### config.mk
export PLATFORM = sky130hd
export DESIGN_NAME = soft_switch_memory_mapper
export DESIGN_NICKNAME = d
export VERILOG_FILES = /design/src/hw/rtl/ssmm_pkg.sv /design/src/hw/rtl/soft_switch_memory_mapper.sv
export SDC_FILE = /design/constraint.sdc
export NUM_CORES = 1
export LEC_CHECK = 0
export BUFFER_PORTS_ARGS = -buffer_cell sky130_fd_sc_hd__buf_2
export CORE_MARGIN = 1.5
export CORE_UTILIZATION = 58
export DETAILED_ROUTE_END_ITERATION = 7
export PLACE_DENSITY = 0.81
export SYNTH_ARGS = -nofsm -noshare
export SYNTH_HDL_FRONTEND = slang
export SYNTH_SLANG_ARGS = --single-unit
### constraint.sdc
create_clock -name clk -period 3.6 [get_ports clk]
set_clock_uncertainty 0.15 [all_clocks]
set_input_delay 0.36 -clock clk [delete_from_list [all_inputs] [get_ports clk]]
set_output_delay 0.36 -clock clk [all_outputs]
set_load 0.01 [all_outputs]
### src/hw/rtl/ssmm_pkg.sv
// Types, constants and helper functions for the soft-switch memory mapper.
// Used by soft_switch_memory_mapper; depends on nothing else.
package ssmm_pkg;

    // Soft-switch bit positions in the switch word
    localparam int unsigned SW_PREWRITE  = 0;
    localparam int unsigned SW_NOWRITE   = 1;
    localparam int unsigned SW_BANK1     = 2;
    localparam int unsigned SW_READBSR   = 3;
    localparam int unsigned SW_RAMRD     = 8;
    localparam int unsigned SW_RAMWRT    = 9;
    localparam int unsigned SW_INTCXROM  = 10;
    localparam int unsigned SW_ALTZP     = 11;
    localparam int unsigned SW_INTC8ROM  = 12;
    localparam int unsigned SW_SLOTC3ROM = 13;
    localparam int unsigned SW_80STORE   = 14;
    localparam int unsigned SW_TEXT      = 16;
    localparam int unsigned SW_PAGE2     = 18;
    localparam int unsigned SW_HIRES     = 19;

    localparam int unsigned SW_WIDTH = 22;
    localparam logic [SW_WIDTH-1:0] SW_RESET = 22'h01_0000;

    // Configuration register indexes
    localparam logic [2:0] CFG_RAM_LIMIT     = 3'd0;
    localparam logic [2:0] CFG_LANG_CARD     = 3'd1;
    localparam logic [2:0] CFG_ROM_PRESENT   = 3'd2;
    localparam logic [2:0] CFG_ENHANCED      = 3'd3;
    localparam logic [2:0] CFG_ROM_SIZE      = 3'd4;

    // Auxiliary memory is present only above this many bytes
    localparam logic [17:0] AUX_LIMIT = 18'h1_0000;

    // Where an access lands
    typedef enum logic [2:0] {
        TGT_RAM     = 3'd0,
        TGT_ROM     = 3'd1,
        TGT_STATUS  = 3'd2,
        TGT_PER_ROM = 3'd3,
        TGT_PER_IO  = 3'd4,
        TGT_ZERO    = 3'd5,
        TGT_NONE    = 3'd6
    } target_t;

    // Region class of the plain memory map
    typedef enum logic [1:0] {
        MAP_RAM  = 2'd0,
        MAP_ROM  = 2'd1,
        MAP_SLOT = 2'd2
    } map_kind_t;

    // Switch read back by each status address in the 0xC01x page
    function automatic logic [4:0] status_pos(input logic [3:0] idx);
        logic [4:0] pos;
        case (idx)
            4'd1:    pos = 5'd2;
            4'd2:    pos = 5'd3;
            4'd3:    pos = 5'd8;
            4'd4:    pos = 5'd9;
            4'd5:    pos = 5'd10;
            4'd6:    pos = 5'd11;
            4'd7:    pos = 5'd13;
            4'd8:    pos = 5'd14;
            4'd9:    pos = 5'd15;
            4'd10:   pos = 5'd16;
            4'd11:   pos = 5'd17;
            4'd12:   pos = 5'd18;
            4'd13:   pos = 5'd19;
            4'd14:   pos = 5'd20;
            4'd15:   pos = 5'd21;
            default: pos = 5'd0;
        endcase
        return pos;
    endfunction

    // Switch set or cleared by each write pair in the 0xC00x page
    function automatic logic [4:0] extra_pos(input logic [2:0] idx);
        logic [4:0] pos;
        case (idx)
            3'd0:    pos = 5'd14;
            3'd1:    pos = 5'd8;
            3'd2:    pos = 5'd9;
            3'd3:    pos = 5'd10;
            3'd4:    pos = 5'd11;
            3'd5:    pos = 5'd13;
            3'd6:    pos = 5'd21;
            default: pos = 5'd20;
        endcase
        return pos;
    endfunction

    // Language card switch update for an access to 0xC08x
    function automatic logic [SW_WIDTH-1:0] lc_touch(input logic [SW_WIDTH-1:0] sw_in,
                                                     input logic [15:0] addr,
                                                     input logic wr);
        logic [SW_WIDTH-1:0] sw;
        sw = sw_in;
        if (wr)
        begin
            sw[SW_PREWRITE] = 1'b0;
        end
        if (!addr[0])
        begin
            sw[SW_PREWRITE] = 1'b0;
            sw[SW_NOWRITE]  = 1'b1;
        end
        else
        begin
            if (sw[SW_PREWRITE])
            begin
                sw[SW_NOWRITE] = 1'b0;
            end
            if (!wr)
            begin
                sw[SW_PREWRITE] = 1'b1;
            end
        end
        sw[SW_BANK1]   = addr[3];
        sw[SW_READBSR] = (addr[1] == addr[0]);
        return sw;
    endfunction

    // Auxiliary bank selection for a RAM access
    function automatic logic is_aux(input logic [SW_WIDTH-1:0] sw,
                                    input logic [15:0] addr,
                                    input logic wr,
                                    input logic aux_absent);
        logic aux;
        aux = sw[SW_ALTZP] && (addr < 16'h0200 || addr > 16'hC000);
        if (sw[SW_80STORE] && ((addr >= 16'h0400 && addr < 16'h0800)
                               || (sw[SW_HIRES] && addr >= 16'h2000 && addr < 16'h4000)))
        begin
            aux = aux || sw[SW_PAGE2];
        end
        else
        begin
            aux = aux || (addr >= 16'h0200 && addr < 16'hC000
                          && (wr ? sw[SW_RAMWRT] : sw[SW_RAMRD]));
        end
        if (!wr && aux_absent)
        begin
            aux = 1'b0;
        end
        return aux;
    endfunction

endpackage

### src/hw/rtl/soft_switch_memory_mapper.sv
// Soft-switch memory mapper: decodes one processor bus access per request.
// Depends on ssmm_pkg (types, switch positions, lookup functions).
//
// Usage:
//   The slave stream (s_*) takes one bus access per request: the access kind
//   in s_tuser (0 read, 1 write), address and write byte in s_tdata. The
//   master stream (m_*) returns one decoded result per access: the target in
//   m_tuser and offsets, write controls, status byte and switch word in
//   m_tdata. The cfg_* channel writes the configuration registers; it is
//   always ready and must only be used while no access is in flight.
//   An accepted access is registered and shown on m_* right after the edge
//   that accepts it. Throughput is one access per cycle while the receiver
//   keeps m_tready high; the soft-switch word updates in the same cycle as
//   the decode, so accesses follow back to back with no bubble. The result
//   register is the only stage, so when the receiver stalls with a result
//   pending, s_tready drops until that result is taken; it returns the same
//   cycle the pending result leaves. Reset clears the result valid, sets the
//   switch word to text mode only and loads the configuration defaults (128K
//   RAM, language card, ROM, extended switches, 16K ROM).
module soft_switch_memory_mapper
(
    input  logic        clk,
    input  logic        rst_n,

    input  logic        s_tvalid,
    output logic        s_tready,
    input  logic [23:0] s_tdata,   // [15:0] address, [23:16] write_data
    input  logic        s_tuser,   // [0] func

    output logic        m_tvalid,
    input  logic        m_tready,
    output logic [63:0] m_tdata,   // [16:0] mem_offset, [17] aux_bank, [18] write_enable,
                                   // [26:19] write_value, [34:27] status_byte,
                                   // [56:35] switch_word, [57] switch_changed, rest zero
    output logic [2:0]  m_tuser,   // [2:0] target

    input  logic        cfg_valid,
    output logic        cfg_ready,
    input  logic [2:0]  cfg_index,
    input  logic [17:0] cfg_data
);

    // Configuration registers
    logic [17:0] ram_limit_reg;
    logic        lang_card_reg;
    logic        rom_present_reg;
    logic        enhanced_reg;
    logic [14:0] rom_size_reg;

    // Soft-switch state
    logic [ssmm_pkg::SW_WIDTH-1:0] switch_reg;
    logic [ssmm_pkg::SW_WIDTH-1:0] switch_next;

    // Result register
    logic                          out_valid_reg;
    ssmm_pkg::target_t             target_reg;
    logic [16:0]                   offset_reg;
    logic                          aux_reg;
    logic                          we_reg;
    logic [7:0]                    wvalue_reg;
    logic [7:0]                    status_reg;
    logic [ssmm_pkg::SW_WIDTH-1:0] sw_out_reg;
    logic                          changed_reg;

    // Decode results for the access on the slave side
    ssmm_pkg::target_t target_next;
    logic [16:0]       offset_next;
    logic              aux_next;
    logic              we_next;
    logic [7:0]        wvalue_next;
    logic [7:0]        status_next;

    logic        in_fire;
    logic        wr;
    logic [15:0] addr;
    logic [7:0]  wdata;
    logic        aux_absent;
    logic [16:0] rom_idx;

    assign wr    = s_tuser;
    assign addr  = s_tdata[15:0];
    assign wdata = s_tdata[23:16];

    assign s_tready  = !out_valid_reg || m_tready;
    assign in_fire   = s_tvalid && s_tready;
    assign cfg_ready = 1'b1;

    assign aux_absent = (ram_limit_reg <= ssmm_pkg::AUX_LIMIT);
    // ROM index wraps modulo 2^17; subtracting 0x10000 equals adding it there
    assign rom_idx = ({1'b0, addr} + {2'b00, rom_size_reg}) + 17'h1_0000;

    // Switch update and target decode for one access
    always_comb
    begin
        logic                  lc_page;
        logic                  io_page;
        logic                  io_hit;
        logic [4:0]            pos;
        logic                  bit_val;
        ssmm_pkg::map_kind_t   m_kind;
        logic [16:0]           m_off;
        logic                  m_aux;

        switch_next = switch_reg;
        target_next = ssmm_pkg::TGT_NONE;
        offset_next = '0;
        aux_next    = 1'b0;
        we_next     = 1'b0;
        wvalue_next = '0;
        status_next = '0;
        io_hit      = 1'b0;
        pos         = '0;
        bit_val     = 1'b0;

        lc_page = (addr[15:4] == 12'hC08);
        io_page = (addr[15:8] == 8'hC0);

        // Language card switches
        if (lc_page)
        begin
            switch_next = ssmm_pkg::lc_touch(switch_next, addr, wr);
        end

        // IO page and slot 3 switches: on every read, on writes to the IO page outside 0xC08x
        if (!wr || (io_page && !lc_page))
        begin
            if (enhanced_reg && addr[15:8] == 8'hC3 && !switch_next[ssmm_pkg::SW_SLOTC3ROM])
            begin
                switch_next[ssmm_pkg::SW_INTC8ROM] = 1'b1;
            end
            else if (addr == 16'hCFFF && enhanced_reg)
            begin
                switch_next[ssmm_pkg::SW_INTC8ROM] = 1'b0;
            end
            else if (addr[15:4] == 12'hC05)
            begin
                // Annunciator addresses in the upper half change nothing
                if (!addr[3])
                begin
                    pos = 5'(ssmm_pkg::SW_TEXT) + {3'b000, addr[2:1]};
                    switch_next[pos] = addr[0];
                end
            end
            else if (addr >= 16'hC090 && addr < 16'hC100)
            begin
                io_hit = 1'b1;
            end
            else if (wr && addr[15:4] == 12'hC00 && enhanced_reg)
            begin
                pos = ssmm_pkg::extra_pos(addr[3:1]);
                switch_next[pos] = addr[0];
            end
        end

        // Plain memory map with the updated switches
        m_aux = 1'b0;
        if (addr < 16'hC000)
        begin
            m_kind = ssmm_pkg::MAP_RAM;
            m_off  = {1'b0, addr};
        end
        else if (addr < 16'hD000)
        begin
            m_kind = ssmm_pkg::MAP_SLOT;
            m_off  = {1'b0, addr};
        end
        else if (rom_present_reg
                 && (!lang_card_reg
                     || (wr ? switch_next[ssmm_pkg::SW_NOWRITE]
                            : !switch_next[ssmm_pkg::SW_READBSR])))
        begin
            m_kind = ssmm_pkg::MAP_ROM;
            m_off  = rom_idx;
        end
        else if (lang_card_reg && switch_next[ssmm_pkg::SW_BANK1] && addr < 16'hE000)
        begin
            m_kind = ssmm_pkg::MAP_RAM;
            m_off  = {1'b0, addr - 16'h1000};
        end
        else
        begin
            m_kind = ssmm_pkg::MAP_RAM;
            m_off  = {1'b0, addr};
        end
        if (m_kind == ssmm_pkg::MAP_RAM && ssmm_pkg::is_aux(switch_next, addr, wr, aux_absent))
        begin
            m_aux     = 1'b1;
            m_off[16] = 1'b1;
        end

        if (!wr)
        begin
            // Read priority: IO, internal ROM, status, slot ROM, missing RAM, map
            if (io_hit)
            begin
                target_next = ssmm_pkg::TGT_PER_IO;
                offset_next = {1'b0, addr};
            end
            else if (enhanced_reg && rom_present_reg && addr >= 16'hC100 && addr < 16'hD000
                     && ((!switch_next[ssmm_pkg::SW_SLOTC3ROM] && addr[15:8] == 8'hC3)
                         || (switch_next[ssmm_pkg::SW_INTC8ROM] && addr >= 16'hC800)
                         || switch_next[ssmm_pkg::SW_INTCXROM]))
            begin
                target_next = ssmm_pkg::TGT_ROM;
                offset_next = rom_idx;
            end
            else if (addr[15:4] == 12'hC01 && addr[3:0] != 4'h0)
            begin
                bit_val = switch_next[ssmm_pkg::status_pos(addr[3:0])];
                // The bank-one status reads back inverted
                if (addr[3:0] == 4'h1)
                begin
                    bit_val = !bit_val;
                end
                target_next = ssmm_pkg::TGT_STATUS;
                status_next = {bit_val, 7'b0};
            end
            else if (addr >= 16'hC100 && addr < 16'hC800)
            begin
                target_next = ssmm_pkg::TGT_PER_ROM;
                offset_next = {1'b0, addr};
            end
            else if ({2'b00, addr} >= ram_limit_reg && addr < 16'hC000)
            begin
                target_next = ssmm_pkg::TGT_ZERO;
            end
            else
            begin
                target_next = (m_kind == ssmm_pkg::MAP_ROM) ? ssmm_pkg::TGT_ROM
                                                            : ssmm_pkg::TGT_RAM;
                offset_next = m_off;
                aux_next    = m_aux;
            end
        end
        else
        begin
            // Writes land only in RAM or peripheral IO; everything else drops
            if (lc_page)
            begin
                target_next = ssmm_pkg::TGT_NONE;
            end
            else if (io_page)
            begin
                if (io_hit)
                begin
                    target_next = ssmm_pkg::TGT_PER_IO;
                    offset_next = {1'b0, addr};
                    wvalue_next = wdata;
                end
            end
            else if (m_kind == ssmm_pkg::MAP_RAM && (!m_aux || !aux_absent))
            begin
                target_next = ssmm_pkg::TGT_RAM;
                offset_next = m_off;
                aux_next    = m_aux;
                we_next     = 1'b1;
                wvalue_next = wdata;
            end
        end
    end

    // Configuration registers
    always_ff @(posedge clk or negedge rst_n)
    begin
        if (!rst_n)
        begin
            ram_limit_reg   <= 18'h2_0000;
            lang_card_reg   <= 1'b1;
            rom_present_reg <= 1'b1;
            enhanced_reg    <= 1'b1;
            rom_size_reg    <= 15'h4000;
        end
        else if (cfg_valid && cfg_ready)
        begin
            case (cfg_index)
                ssmm_pkg::CFG_RAM_LIMIT:   ram_limit_reg   <= cfg_data;
                ssmm_pkg::CFG_LANG_CARD:   lang_card_reg   <= cfg_data[0];
                ssmm_pkg::CFG_ROM_PRESENT: rom_present_reg <= cfg_data[0];
                ssmm_pkg::CFG_ENHANCED:    enhanced_reg    <= cfg_data[0];
                ssmm_pkg::CFG_ROM_SIZE:    rom_size_reg    <= cfg_data[14:0];
                default:                   ;
            endcase
        end
    end

    // Switch state and result valid
    always_ff @(posedge clk or negedge rst_n)
    begin
        if (!rst_n)
        begin
            switch_reg    <= ssmm_pkg::SW_RESET;
            out_valid_reg <= 1'b0;
        end
        else
        begin
            if (in_fire)
            begin
                switch_reg    <= switch_next;
                out_valid_reg <= 1'b1;
            end
            else if (m_tready)
            begin
                out_valid_reg <= 1'b0;
            end
        end
    end

    // Result payload
    always_ff @(posedge clk)
    begin
        if (in_fire)
        begin
            target_reg  <= target_next;
            offset_reg  <= offset_next;
            aux_reg     <= aux_next;
            we_reg      <= we_next;
            wvalue_reg  <= wvalue_next;
            status_reg  <= status_next;
            sw_out_reg  <= switch_next;
            changed_reg <= (switch_next != switch_reg);
        end
    end

    assign m_tvalid = out_valid_reg;
    assign m_tuser  = target_reg;
    assign m_tdata  = {6'b0, changed_reg, sw_out_reg, status_reg, wvalue_reg,
                       we_reg, aux_reg, offset_reg};

    // Switch positions 4 to 7 are never used
    a_unused_switches: assert property (@(posedge clk) disable iff (!rst_n)
        switch_reg[7:4] == 4'b0)
        else $error("unused soft-switch bits set");

    // A RAM store is only requested for the RAM target
    a_we_ram_only: assert property (@(posedge clk) disable iff (!rst_n)
        m_tvalid && we_reg |-> target_reg == ssmm_pkg::TGT_RAM)
        else $error("write enable outside RAM target");

    // Auxiliary bank always carries offset bit 16
    a_aux_offset: assert property (@(posedge clk) disable iff (!rst_n)
        m_tvalid && aux_reg |-> offset_reg[16])
        else $error("auxiliary access without bank bit");

    // Status reads give only bit 7 and no offset
    a_status_shape: assert property (@(posedge clk) disable iff (!rst_n)
        m_tvalid && target_reg == ssmm_pkg::TGT_STATUS
        |-> status_reg[6:0] == 7'b0 && offset_reg == 17'b0 && !we_reg)
        else $error("malformed status result");

    // A stalled result blocks new requests
    a_stall_blocks: assert property (@(posedge clk) disable iff (!rst_n)
        m_tvalid && !m_tready |-> !s_tready)
        else $error("request accepted over a stalled result");

    // The reported switch word is the current state
    a_switch_word: assert property (@(posedge clk) disable iff (!rst_n)
        m_tvalid |-> sw_out_reg == switch_reg)
        else $error("switch word differs from state");

endmodule

# Word-level counts from Yosys, hierarchy flattened
# Memory sizes are Yosys's and may differ from the RTL's.
# Index checks and enable logic that the tools add are counted.
# Widths: inputs -> output; s select.
# word_totals
regBits	120
latch_bits	0
mem_bits_rw	0
romBits	80
input_bits	51
output_inout_bits	70
elab_cells	223
mem_count	1
# mem_list
memory	words	width	read_ports	rd_ports_with_merged_regs	write_ports	line_no	text
(name not given)	16	5	1	0	0	ssmm_pkg.sv:55	case (idx)
# classes
add_sub_neg	4
multipliers	0
n_div	0
n_lt_le_gt_ge	22
n_eq_ne	21
shifts	0
mux	91
bitwise	2
reduce_logical	66
# ops
cell	n
$mux 17	12
$mux 22	5
$lt 16x16->1 const B	5
$mux 5	10
$eq 12x12->1 const B	4
$ge 16x16->1 const B	3
$bwmux 22	2
$mux 1	35
$pmux 5 s7	1
$logic_and 1x1->1	32
$mux 16	2
$mux 3	9
$mux 12	2
$mux 8	3
$ne 22x22->1	1
$ge 16x18->1	1
$le 18x17->1 const B	1
$lt 5x6->1 const B	3
$mux 9	2
$add 16x15->17	1
$add 17x17->17 const B	1
$eq 16x16->1 const B	1
$eq 8x8->1 const B	2
$ge 16x10->1 const B	1
other kinds (30)	67

# Longest topological paths before layout
# Gate-level depths: netlist (run 1).
# logic_depth
ltp_word	37
mapped_depth	16
ltp_nobuf	13

# Worst setup path before layout (run 1)
# OpenSTA, ideal clock, no wires.
# synth_path
path_kind	input port to flip-flop
start	in s_tdata[10]
end	reg offset_reg[3], data pin
setup_time_ps	256
arrival_ps	3346
t_required_ps	3194
slack_ps	-152
stages	14
path_buffers	4
path_cell_list	buf_6 -> or4_4 -> buf_6 -> or4_4 -> nor4_2 -> o21a_2 -> o21ai_1 -> o221ai_1 -> and2_1 -> buf_6 -> inv_6 -> or3_4 -> buf_6 -> a22o_1
# synth_via
elab_chain_len	26
word_cells_on_any_way	105
cone_classes	order compare: 16; eq/ne: 7; mux: 41; reduce/logical: 41
# synth_lines
element	line_no	text
start: declaration	soft_switch_memory_mapper.sv:27	input logic [23:0] s_tdata,
parallel branches: the longest is 25 deep, another holds $ge 16x16->1	--	
$mux 17 (*)	soft_switch_memory_mapper.sv:191	if (!wr)
via offset_next[3]	soft_switch_memory_mapper.sv:67	logic [16:0] offset_next;
end signal: assignment	soft_switch_memory_mapper.sv:314	offset_reg <= offset_next;
end: declaration	soft_switch_memory_mapper.sv:57	logic [16:0] offset_reg;
# Mark *: on every way through the listed nets, which the timed path passes.
# A chain may end at the register's enable or synchronous reset.

# Worst setup path after layout (run 1)
# layout_path
start	in s_tdata[1]
end	reg offset_reg[13], data pin
# layout_via
elab_chain_len	36
word_cells_on_any_way	122
cone_classes	add/sub: 4; order compare: 20; eq/ne: 8; mux: 52; reduce/logical: 38
# layout_lines
element	line_no	text
$eq 3x3->1, or another cell as far along	ssmm_pkg.sv:79	case (idx)
$pmux 5 s7	ssmm_pkg.sv:79	
$mux 5	soft_switch_memory_mapper.sv:148	else if (wr && addr[15:4] == 12'hC00 && enhanced_reg)
$mux 5	soft_switch_memory_mapper.sv:144	else if (addr >= 16'hC090 && addr < 16'hC100)
$mux 5	soft_switch_memory_mapper.sv:135	else if (addr[15:4] == 12'hC05)
$mux 5	soft_switch_memory_mapper.sv:131	else if (addr == 16'hCFFF && enhanced_reg)
$mux 5	soft_switch_memory_mapper.sv:127	if (enhanced_reg && addr[15:8] == 8'hC3 && !switch_next[ssmm_pkg::SW_SLOTC3ROM])
$mux 5	soft_switch_memory_mapper.sv:125	if (!wr || (io_page && !lc_page))
[21 not listed]	--	
$logic_not 1->1	soft_switch_memory_mapper.sv:251	else if (m_kind == ssmm_pkg::MAP_RAM && (!m_aux || !aux_absent))
$logic_or 1x1->1	soft_switch_memory_mapper.sv:251	
$logic_and 1x1->1	soft_switch_memory_mapper.sv:251	
$mux 17	soft_switch_memory_mapper.sv:251	
$mux 17	soft_switch_memory_mapper.sv:242	else if (io_page)
$mux 17	soft_switch_memory_mapper.sv:238	if (lc_page)
$mux 17 (*)	soft_switch_memory_mapper.sv:191	
via offset_next[13]	soft_switch_memory_mapper.sv:67	
# The timed path passes the listed nets; every way through them passes the cells marked *. The select of a mux whose other input is x is not followed.

==> flow_metrics.env, run 1 <==
export IMPL_slew_headroom_pct=53.9
export IMPL_synth_xor_area_share_pct=1.67
export IMPL_htreeDepth=4
export IMPL_yosysUniqueCellTypes=94
export IMPL_final_min_clock_period_ns=3.48
export IMPL_synth_edff_count=54
export IMPL_viasPerCell=6.22
export IMPL_dp_cells=1207
export IMPL_drc=0
export IMPL_synthSimpleGateAreaFrac_pct=18.4
export IMPL_max_freq_mhz=288
export IMPL_r2r_slack_ns=0.26
export IMPL_hpwl_mm=19.0
export IMPL_peakVddDrop_v=0.000358
export IMPL_vias=7724
export IMPL_worst_path_buf_inv=4
export IMPL_dr_first_iter_drc_count=853
export IMPL_synth_adder_area_share_pct=6.92
export IMPL_p_per_area_nw_per_um2=455
export IMPL_whs_ns=0.0121
export IMPL_cp_max_fo=14
export IMPL_grt_pass1_wl_mm=38.5
export IMPL_worst_slack_ns=0.125
export IMPL_grt_start_max_net_pins=34
export IMPL_antenna_found_initial=0
export IMPL_worstPathRequired_ns=3.60
export IMPL_async_flop_share_pct=52.2
export IMPL_postCtsSetupBuffers=0
export IMPL_chipHeight_um=120
export IMPL_maxCapViolations=0
export IMPL_root_buffer="clkbuf_16"
export IMPL_muxShareOfSynthArea_pct=5.36
export IMPL_multi_input_area_um2=4240
export IMPL_num_nets_final=1147
export IMPL_register_area_um2=3110
export IMPL_synth_compound_area_share_pct=20.2
export IMPL_min_path_type="input port to flop"
export IMPL_path_delay_family="compound AO/OA/AOI/OAI gates"
export IMPL_clk_pin_slew_ns=0.06
export IMPL_stdcell_area_um2=9920
export IMPL_cpMostUsedCell="buf_4"
export IMPL_end_kind="flop"
export IMPL_outcome="finished, final reports clean"
export IMPL_timing_final_crit_share_pct=96.5
export IMPL_p_leak_nw=4.45
export IMPL_start_util_pct=59.6
export IMPL_avgSynthCellArea_um2=9.40
export IMPL_gr_total_overflow=0
export IMPL_hold_violations=0
export IMPL_wl_per_cell_um=20.2
export IMPL_clk_latency_ns=0.43
export IMPL_tritoncts="built"
export IMPL_layout_commonest_cell="buf_4"
export IMPL_fin_cells=1242
export IMPL_diodes=0
export IMPL_fp_coreArea_um2=13200
export IMPL_final_antenna_net_count=0
export IMPL_drive_above_1_share_pct=32.3
export IMPL_setup_viol=0
export IMPL_grt_total_usage_pct=35.4
export IMPL_area_delta_synth_final_pct=25.7
export IMPL_seq_area_frac_synth_pct=39.4
export IMPL_ys_warn_count=0
export IMPL_clockBufferDepth=2
export IMPL_fillers=992
export IMPL_dp_slack_ns=-0.246
export IMPL_critPathKind="input port to flop"
export IMPL_cp_arrival_ns=3.48
export IMPL_post_dp_cell_area_um2=9330
export IMPL_place_congestion=0.997
export IMPL_io_buffers=106
export IMPL_layout_cells_most_common_list="131 x buf_4, 106 x buf_2, 82 x nand2_1"
export IMPL_dieArea_um2=14300
export IMPL_worst_setup_path_start_kind="input port"
export IMPL_routed_wl_mm=25.1
export IMPL_slowest_stage="o41ai_1"
export IMPL_crit_chain="buf_2, buf_12, ha_1, nor3_1, o211ai_1, buf_4, o41ai_1, and2_1, nand4_1, a31oi_1, buf_4, nor4_1, a211oi_1, o221ai_1"
export IMPL_die_x_um=120
export IMPL_synthCells=839
export IMPL_cts_buffers=17
export IMPL_io_pin_count=121
export IMPL_synth_seq_cells=113
export IMPL_drtPass1Iterations=6
export IMPL_synth_top_family_by_area="compound AO/OA/AOI/OAI gates"
export IMPL_rsz0062_at_grt="false"
export IMPL_grt_pass1_vias=7158
export IMPL_drv_slew=0
export IMPL_syn_area_um2=7890
export IMPL_num_rows=42
export IMPL_cpPeakStageDelay_ns=0.51
export IMPL_max_slew_worst_pin_slew_ns=0.691
export IMPL_cts_sinks=113
export IMPL_synth_ff_type="edfxtp_1"
-- stage by stage --
stage	setup TNS (ns)	utilization, %	power, mW
6_report	0	74.9	4.51
5_1_grt	0	74.9	4.68
4_1_cts	0	74.8	4.47
3_5_place_dp	-2.15	70.4	2.88
3_3_place_gp	-0.492	70.4	2.84
2_1_floorplan	0	-	2.43
-- synthesized netlist by cell type (7+ instances only) --
master,count,area share [%]
clkbuf_1,22,1.0
xnor2_1,10,1.1
mux2i_1,13,1.6
o21ai_0,70,4.4
a31oi_1,12,0.95
a21oi_1,37,2.3
mux2_2,26,3.7
o211ai_1,11,1.0
edfxtp_1,54,21
dfrtp_1,53,17
nand2b_1,7,0.56
nand4_1,11,0.87
and2_1,8,0.63
nand2_1,82,3.9
nor3_1,23,1.5
buf_4,19,1.8
inv_1,52,2.5
a21o_1,10,0.95
a211oi_1,15,1.4
nor2_1,60,2.9
o22ai_1,10,0.79
ha_1,42,6.7
clkbuf_8,7,1.2
nand3_1,12,0.76
nor4_1,15,1.2
-- cell type report --
type | instances | share of cell area, %
clock buffer | 19 | 4.47
sequential | 113 | 31.3
inverter | 55 | 2.13
multi-input combinational | 624 | 42.8
tap | 176 | 2.22
timing repair buffer | 242 | 16.0
clock inverter | 13 | 1.14
-- path summary, 6_finish.rpt --
kind / startpoint / to / cells past startpoint
max: s_tdata[1] / offset_reg[13]$_DFFE_PP_ / 14
min: cfg_data[9] / ram_limit_reg[9]$_DFFE_PN0P_ / 3
max reg2reg: enhanced_reg$_DFFE_PN1P_ / status_reg[7]$_SDFFCE_PP0P_ / 10
min reg2reg: switch_reg[4]$_DFFE_PN0P_ / switch_reg[4]$_DFFE_PN0P_ / 0
max in group asynchronous: rst_n / rom_present_reg$_DFFE_PN1P_ / 3
min in group asynchronous: rst_n / rom_size_reg[10]$_DFFE_PN0P_ / 2
-- cells by family (layout without fill, tap and decap cells) --
| group | after synthesis | count (layout) |
|---|---|---|
| AO/OA/AOI/OAI | 237 | 237 |
| XOR/XNOR | 15 | 15 |
| adder cells (fa/ha/maj) | 43 | 43 |
| buffers and inverters | 114 | 329 |
| flip-flops | 113 | 113 |
| multiplexers | 39 | 39 |
| other | 2 | 14 |
| AND/OR/NAND/NOR | 276 | 276 |
-- worst register-to-register path, cell delays in order (launching register included) --
cell       delay, ns
dfstp_2         0.59
and2_2          0.22
nand4_1         0.15
a2111oi_1       0.44
buf_4           0.20
mux2i_1         0.23
a211oi_1        0.12
a211oi_2        0.31
mux2_2          0.37
nor3b_1         0.20
a31oi_1         0.10
-- routing by layer --
metal | global-route usage (%) | vias to the layer above | wire (um)
li1 | - | 3518 | -
met1 | 49.1 | 3687 | 10500
met2 | 54.2 | 462 | 11200
met3 | 7.98 | 57 | 2710
met4 | 13.5 | 0 | 683
met5 | 0 | - | 0
-- report_power, final --
group	internal (mW)	switching [mW]
Clock	0.962	0.617
Sequential	1.53	0.106
Combinational	0.538	0.759
Total	3.03	1.48
-- what timing repair did --
| item | in CTS | in global routing |
|---|---|---|
| resized for setup | 0 | 2 |
| hold buffers | 3 | 0 |
| setup endpoints to repair | 0 | 1 |
| endpoints found under the hold margin | 22 | 0 |
No activity file was read; power rests on OpenSTA's default activity.
==> run 2, diff against run 1 <==
--- a/config.mk
+++ b/config.mk
@@ -9,6 +9,7 @@
 export CORE_MARGIN = 1.5
 export CORE_UTILIZATION = 58
 export DETAILED_ROUTE_END_ITERATION = 7
+export MAX_ROUTING_LAYER = met4
 export PLACE_DENSITY = 0.81
 export SYNTH_ARGS = -nofsm -noshare
 export SYNTH_HDL_FRONTEND = slang
==> flow_metrics.env, run 2 (synthesis gave the netlist of run 1 again) <==
export IMPL_outcome="finished, final reports clean"
export IMPL_drive_above_1_share_pct=31.6
export IMPL_hpwl_mm=19.2
export IMPL_postCtsSetupBuffers=0
export IMPL_rsz0062_at_grt="false"
export IMPL_p_sw_mw=1.46
export IMPL_swShare_pct=32.6
export IMPL_antenna_found_initial=0
export IMPL_clk_latency_ns=0.42
export IMPL_worst_slack_ns=0.0944
export IMPL_area_delta_synth_final_pct=24.4
export IMPL_dieArea_um2=14300
export IMPL_final_antenna_net_count=0
export IMPL_setup_viol=0
export IMPL_timing_final_crit_share_pct=97.4
export IMPL_clock_power_share_pct=34.8
export IMPL_cp_max_fo=6
export IMPL_clk_pin_slew_ns=0.05
export IMPL_start_util_pct=59.6
export IMPL_grt_start_max_net_pins=38
export IMPL_die_x_um=120
export IMPL_drv_slew=0
export IMPL_slew_headroom_pct=39.5
export IMPL_whs_ns=0.00929
export IMPL_hold_violations=0
export IMPL_gr_total_overflow=0
export IMPL_vias=7663
export IMPL_intPower_mw=3.01
export IMPL_io_pin_count=121
export IMPL_maxCapViolations=0
export IMPL_io_buffers=106
export IMPL_grt_pass1_wl_mm=39.5
export IMPL_htreeDepth=4
export IMPL_critPathKind="input port to flop"
export IMPL_slowest_stage="or4_1"
export IMPL_drtPass1Iterations=6
export IMPL_worstPathRequired_ns=3.61
export IMPL_root_buffer="clkbuf_16"
export IMPL_pwr_share_comb_pct=28.6
export IMPL_cts_sinks=113
export IMPL_p_leak_nw=4.39
export IMPL_viasPerCell=6.24
export IMPL_grt_pass1_vias=7242
export IMPL_worst_path_buf_inv=5
export IMPL_pwr_share_seq_pct=36.6
export IMPL_max_freq_mhz=285
export IMPL_final_min_clock_period_ns=3.51
export IMPL_total_power_mw=4.47
export IMPL_cts_buffers=17
export IMPL_post_dp_cell_area_um2=9230
export IMPL_num_nets_final=1133
export IMPL_clockBufferDepth=2
export IMPL_dr_first_iter_drc_count=834
export IMPL_cpMostUsedCell="buf_4"
export IMPL_diodes=0
export IMPL_stdcell_area_um2=9820
export IMPL_num_rows=42
export IMPL_wl_per_cell_um=20.6
export IMPL_place_congestion=1.01
export IMPL_routed_wl_mm=25.3
export IMPL_crit_chain="buf_2, inv_1, ha_1, or2_2, o211ai_1, buf_4, o41ai_1, buf_4, and2_1, buf_4, a222oi_1, o21ai_0, or4_1"
export IMPL_tritoncts="built"
export IMPL_layout_commonest_cell="buf_4"
export IMPL_fp_coreArea_um2=13200
export IMPL_dp_slack_ns=-0.417
export IMPL_grt_total_usage_pct=37.2
export IMPL_end_kind="flop"
export IMPL_cpPeakStageDelay_ns=0.56
export IMPL_peakVddDrop_v=0.000471
export IMPL_chipHeight_um=120
export IMPL_cp_arrival_ns=3.52
export IMPL_path_delay_family="compound AO/OA/AOI/OAI gates"
export IMPL_max_slew_worst_pin_slew_ns=0.908
export IMPL_drc=0
export IMPL_worst_setup_path_start_kind="input port"
export IMPL_p_per_area_nw_per_um2=455
export IMPL_fin_tns_setup_ns=0
export IMPL_layout_cells_most_common_list="118 x buf_4, 106 x buf_2, 82 x nand2_1"
export IMPL_min_path_type="input port to flop"
## run 2: what timing repair did
action	4_1_cts	5_1_grt
setup endpoints to repair	1	2
hold endpoints to repair	32	0
resized for setup	1	4
hold buffers	2	0
gates cloned	0	0
## run 2: final cells by class
cell class | instances | area [um^2]
Inverter | 55 | 211
Multi-Input combinational cell | 624 | 4260
Clock buffer | 24 | 492
Clock inverter | 8 | 55.1
Tap cell | 176 | 220
Fill cell | 991 | 3430
Timing Repair Buffer | 228 | 1480
Sequential cell | 113 | 3110
## run 2: power by group through the flow
stage | registers [mW] | logic [mW] | clock network [mW]
finish | 1.63 | 1.28 | 1.56
global route | 1.64 | 1.38 | 1.62
CTS | 1.63 | 1.24 | 1.57
detailed placement | 1.65 | 1.22 | 0
global placement | 1.64 | 1.19 | 0
floorplan | 1.63 | 0.797 | 0
## run 2: layer usage
metal	vias up	wire (um)	track usage (%)	part of all wire, %
li1	3491	-	-	-
met1	3658	10800	50.9	43
met2	465	11400	56.1	45
met3	49	2640	8.46	10
met4	0	501	10.5	2.0
met5	-	0	-	0
## run 2: final timing paths
path                       slack [ns]  cells after the start                      start                           end
max in group asynchronous        1.87                      4                      rst_n    switch_reg[19]$_DFFE_PN0P_
min                             0.009                      2                   s_tvalid          m_tvalid$_DFFE_PN0P_
min reg2reg                      0.26                      0  switch_reg[5]$_DFFE_PN0P_     switch_reg[5]$_DFFE_PN0P_
max reg2reg                      0.11                      9   enhanced_reg$_DFFE_PN1P_         changed_reg$_DFFE_PP_
min in group asynchronous        0.47                      2                      rst_n  rom_size_reg[12]$_DFFE_PN0P_
max                              0.09                     13                 s_tdata[2]         changed_reg$_DFFE_PP_
## run 2: per-stage QoR
stage | std cells | utilization, %
floorplan | 851 | -
finish | 1228 | 74.1
detailed placement | 1194 | 69.7
global placement | 1194 | 69.7
global route | 1228 | 74.1
CTS | 1228 | 74.0
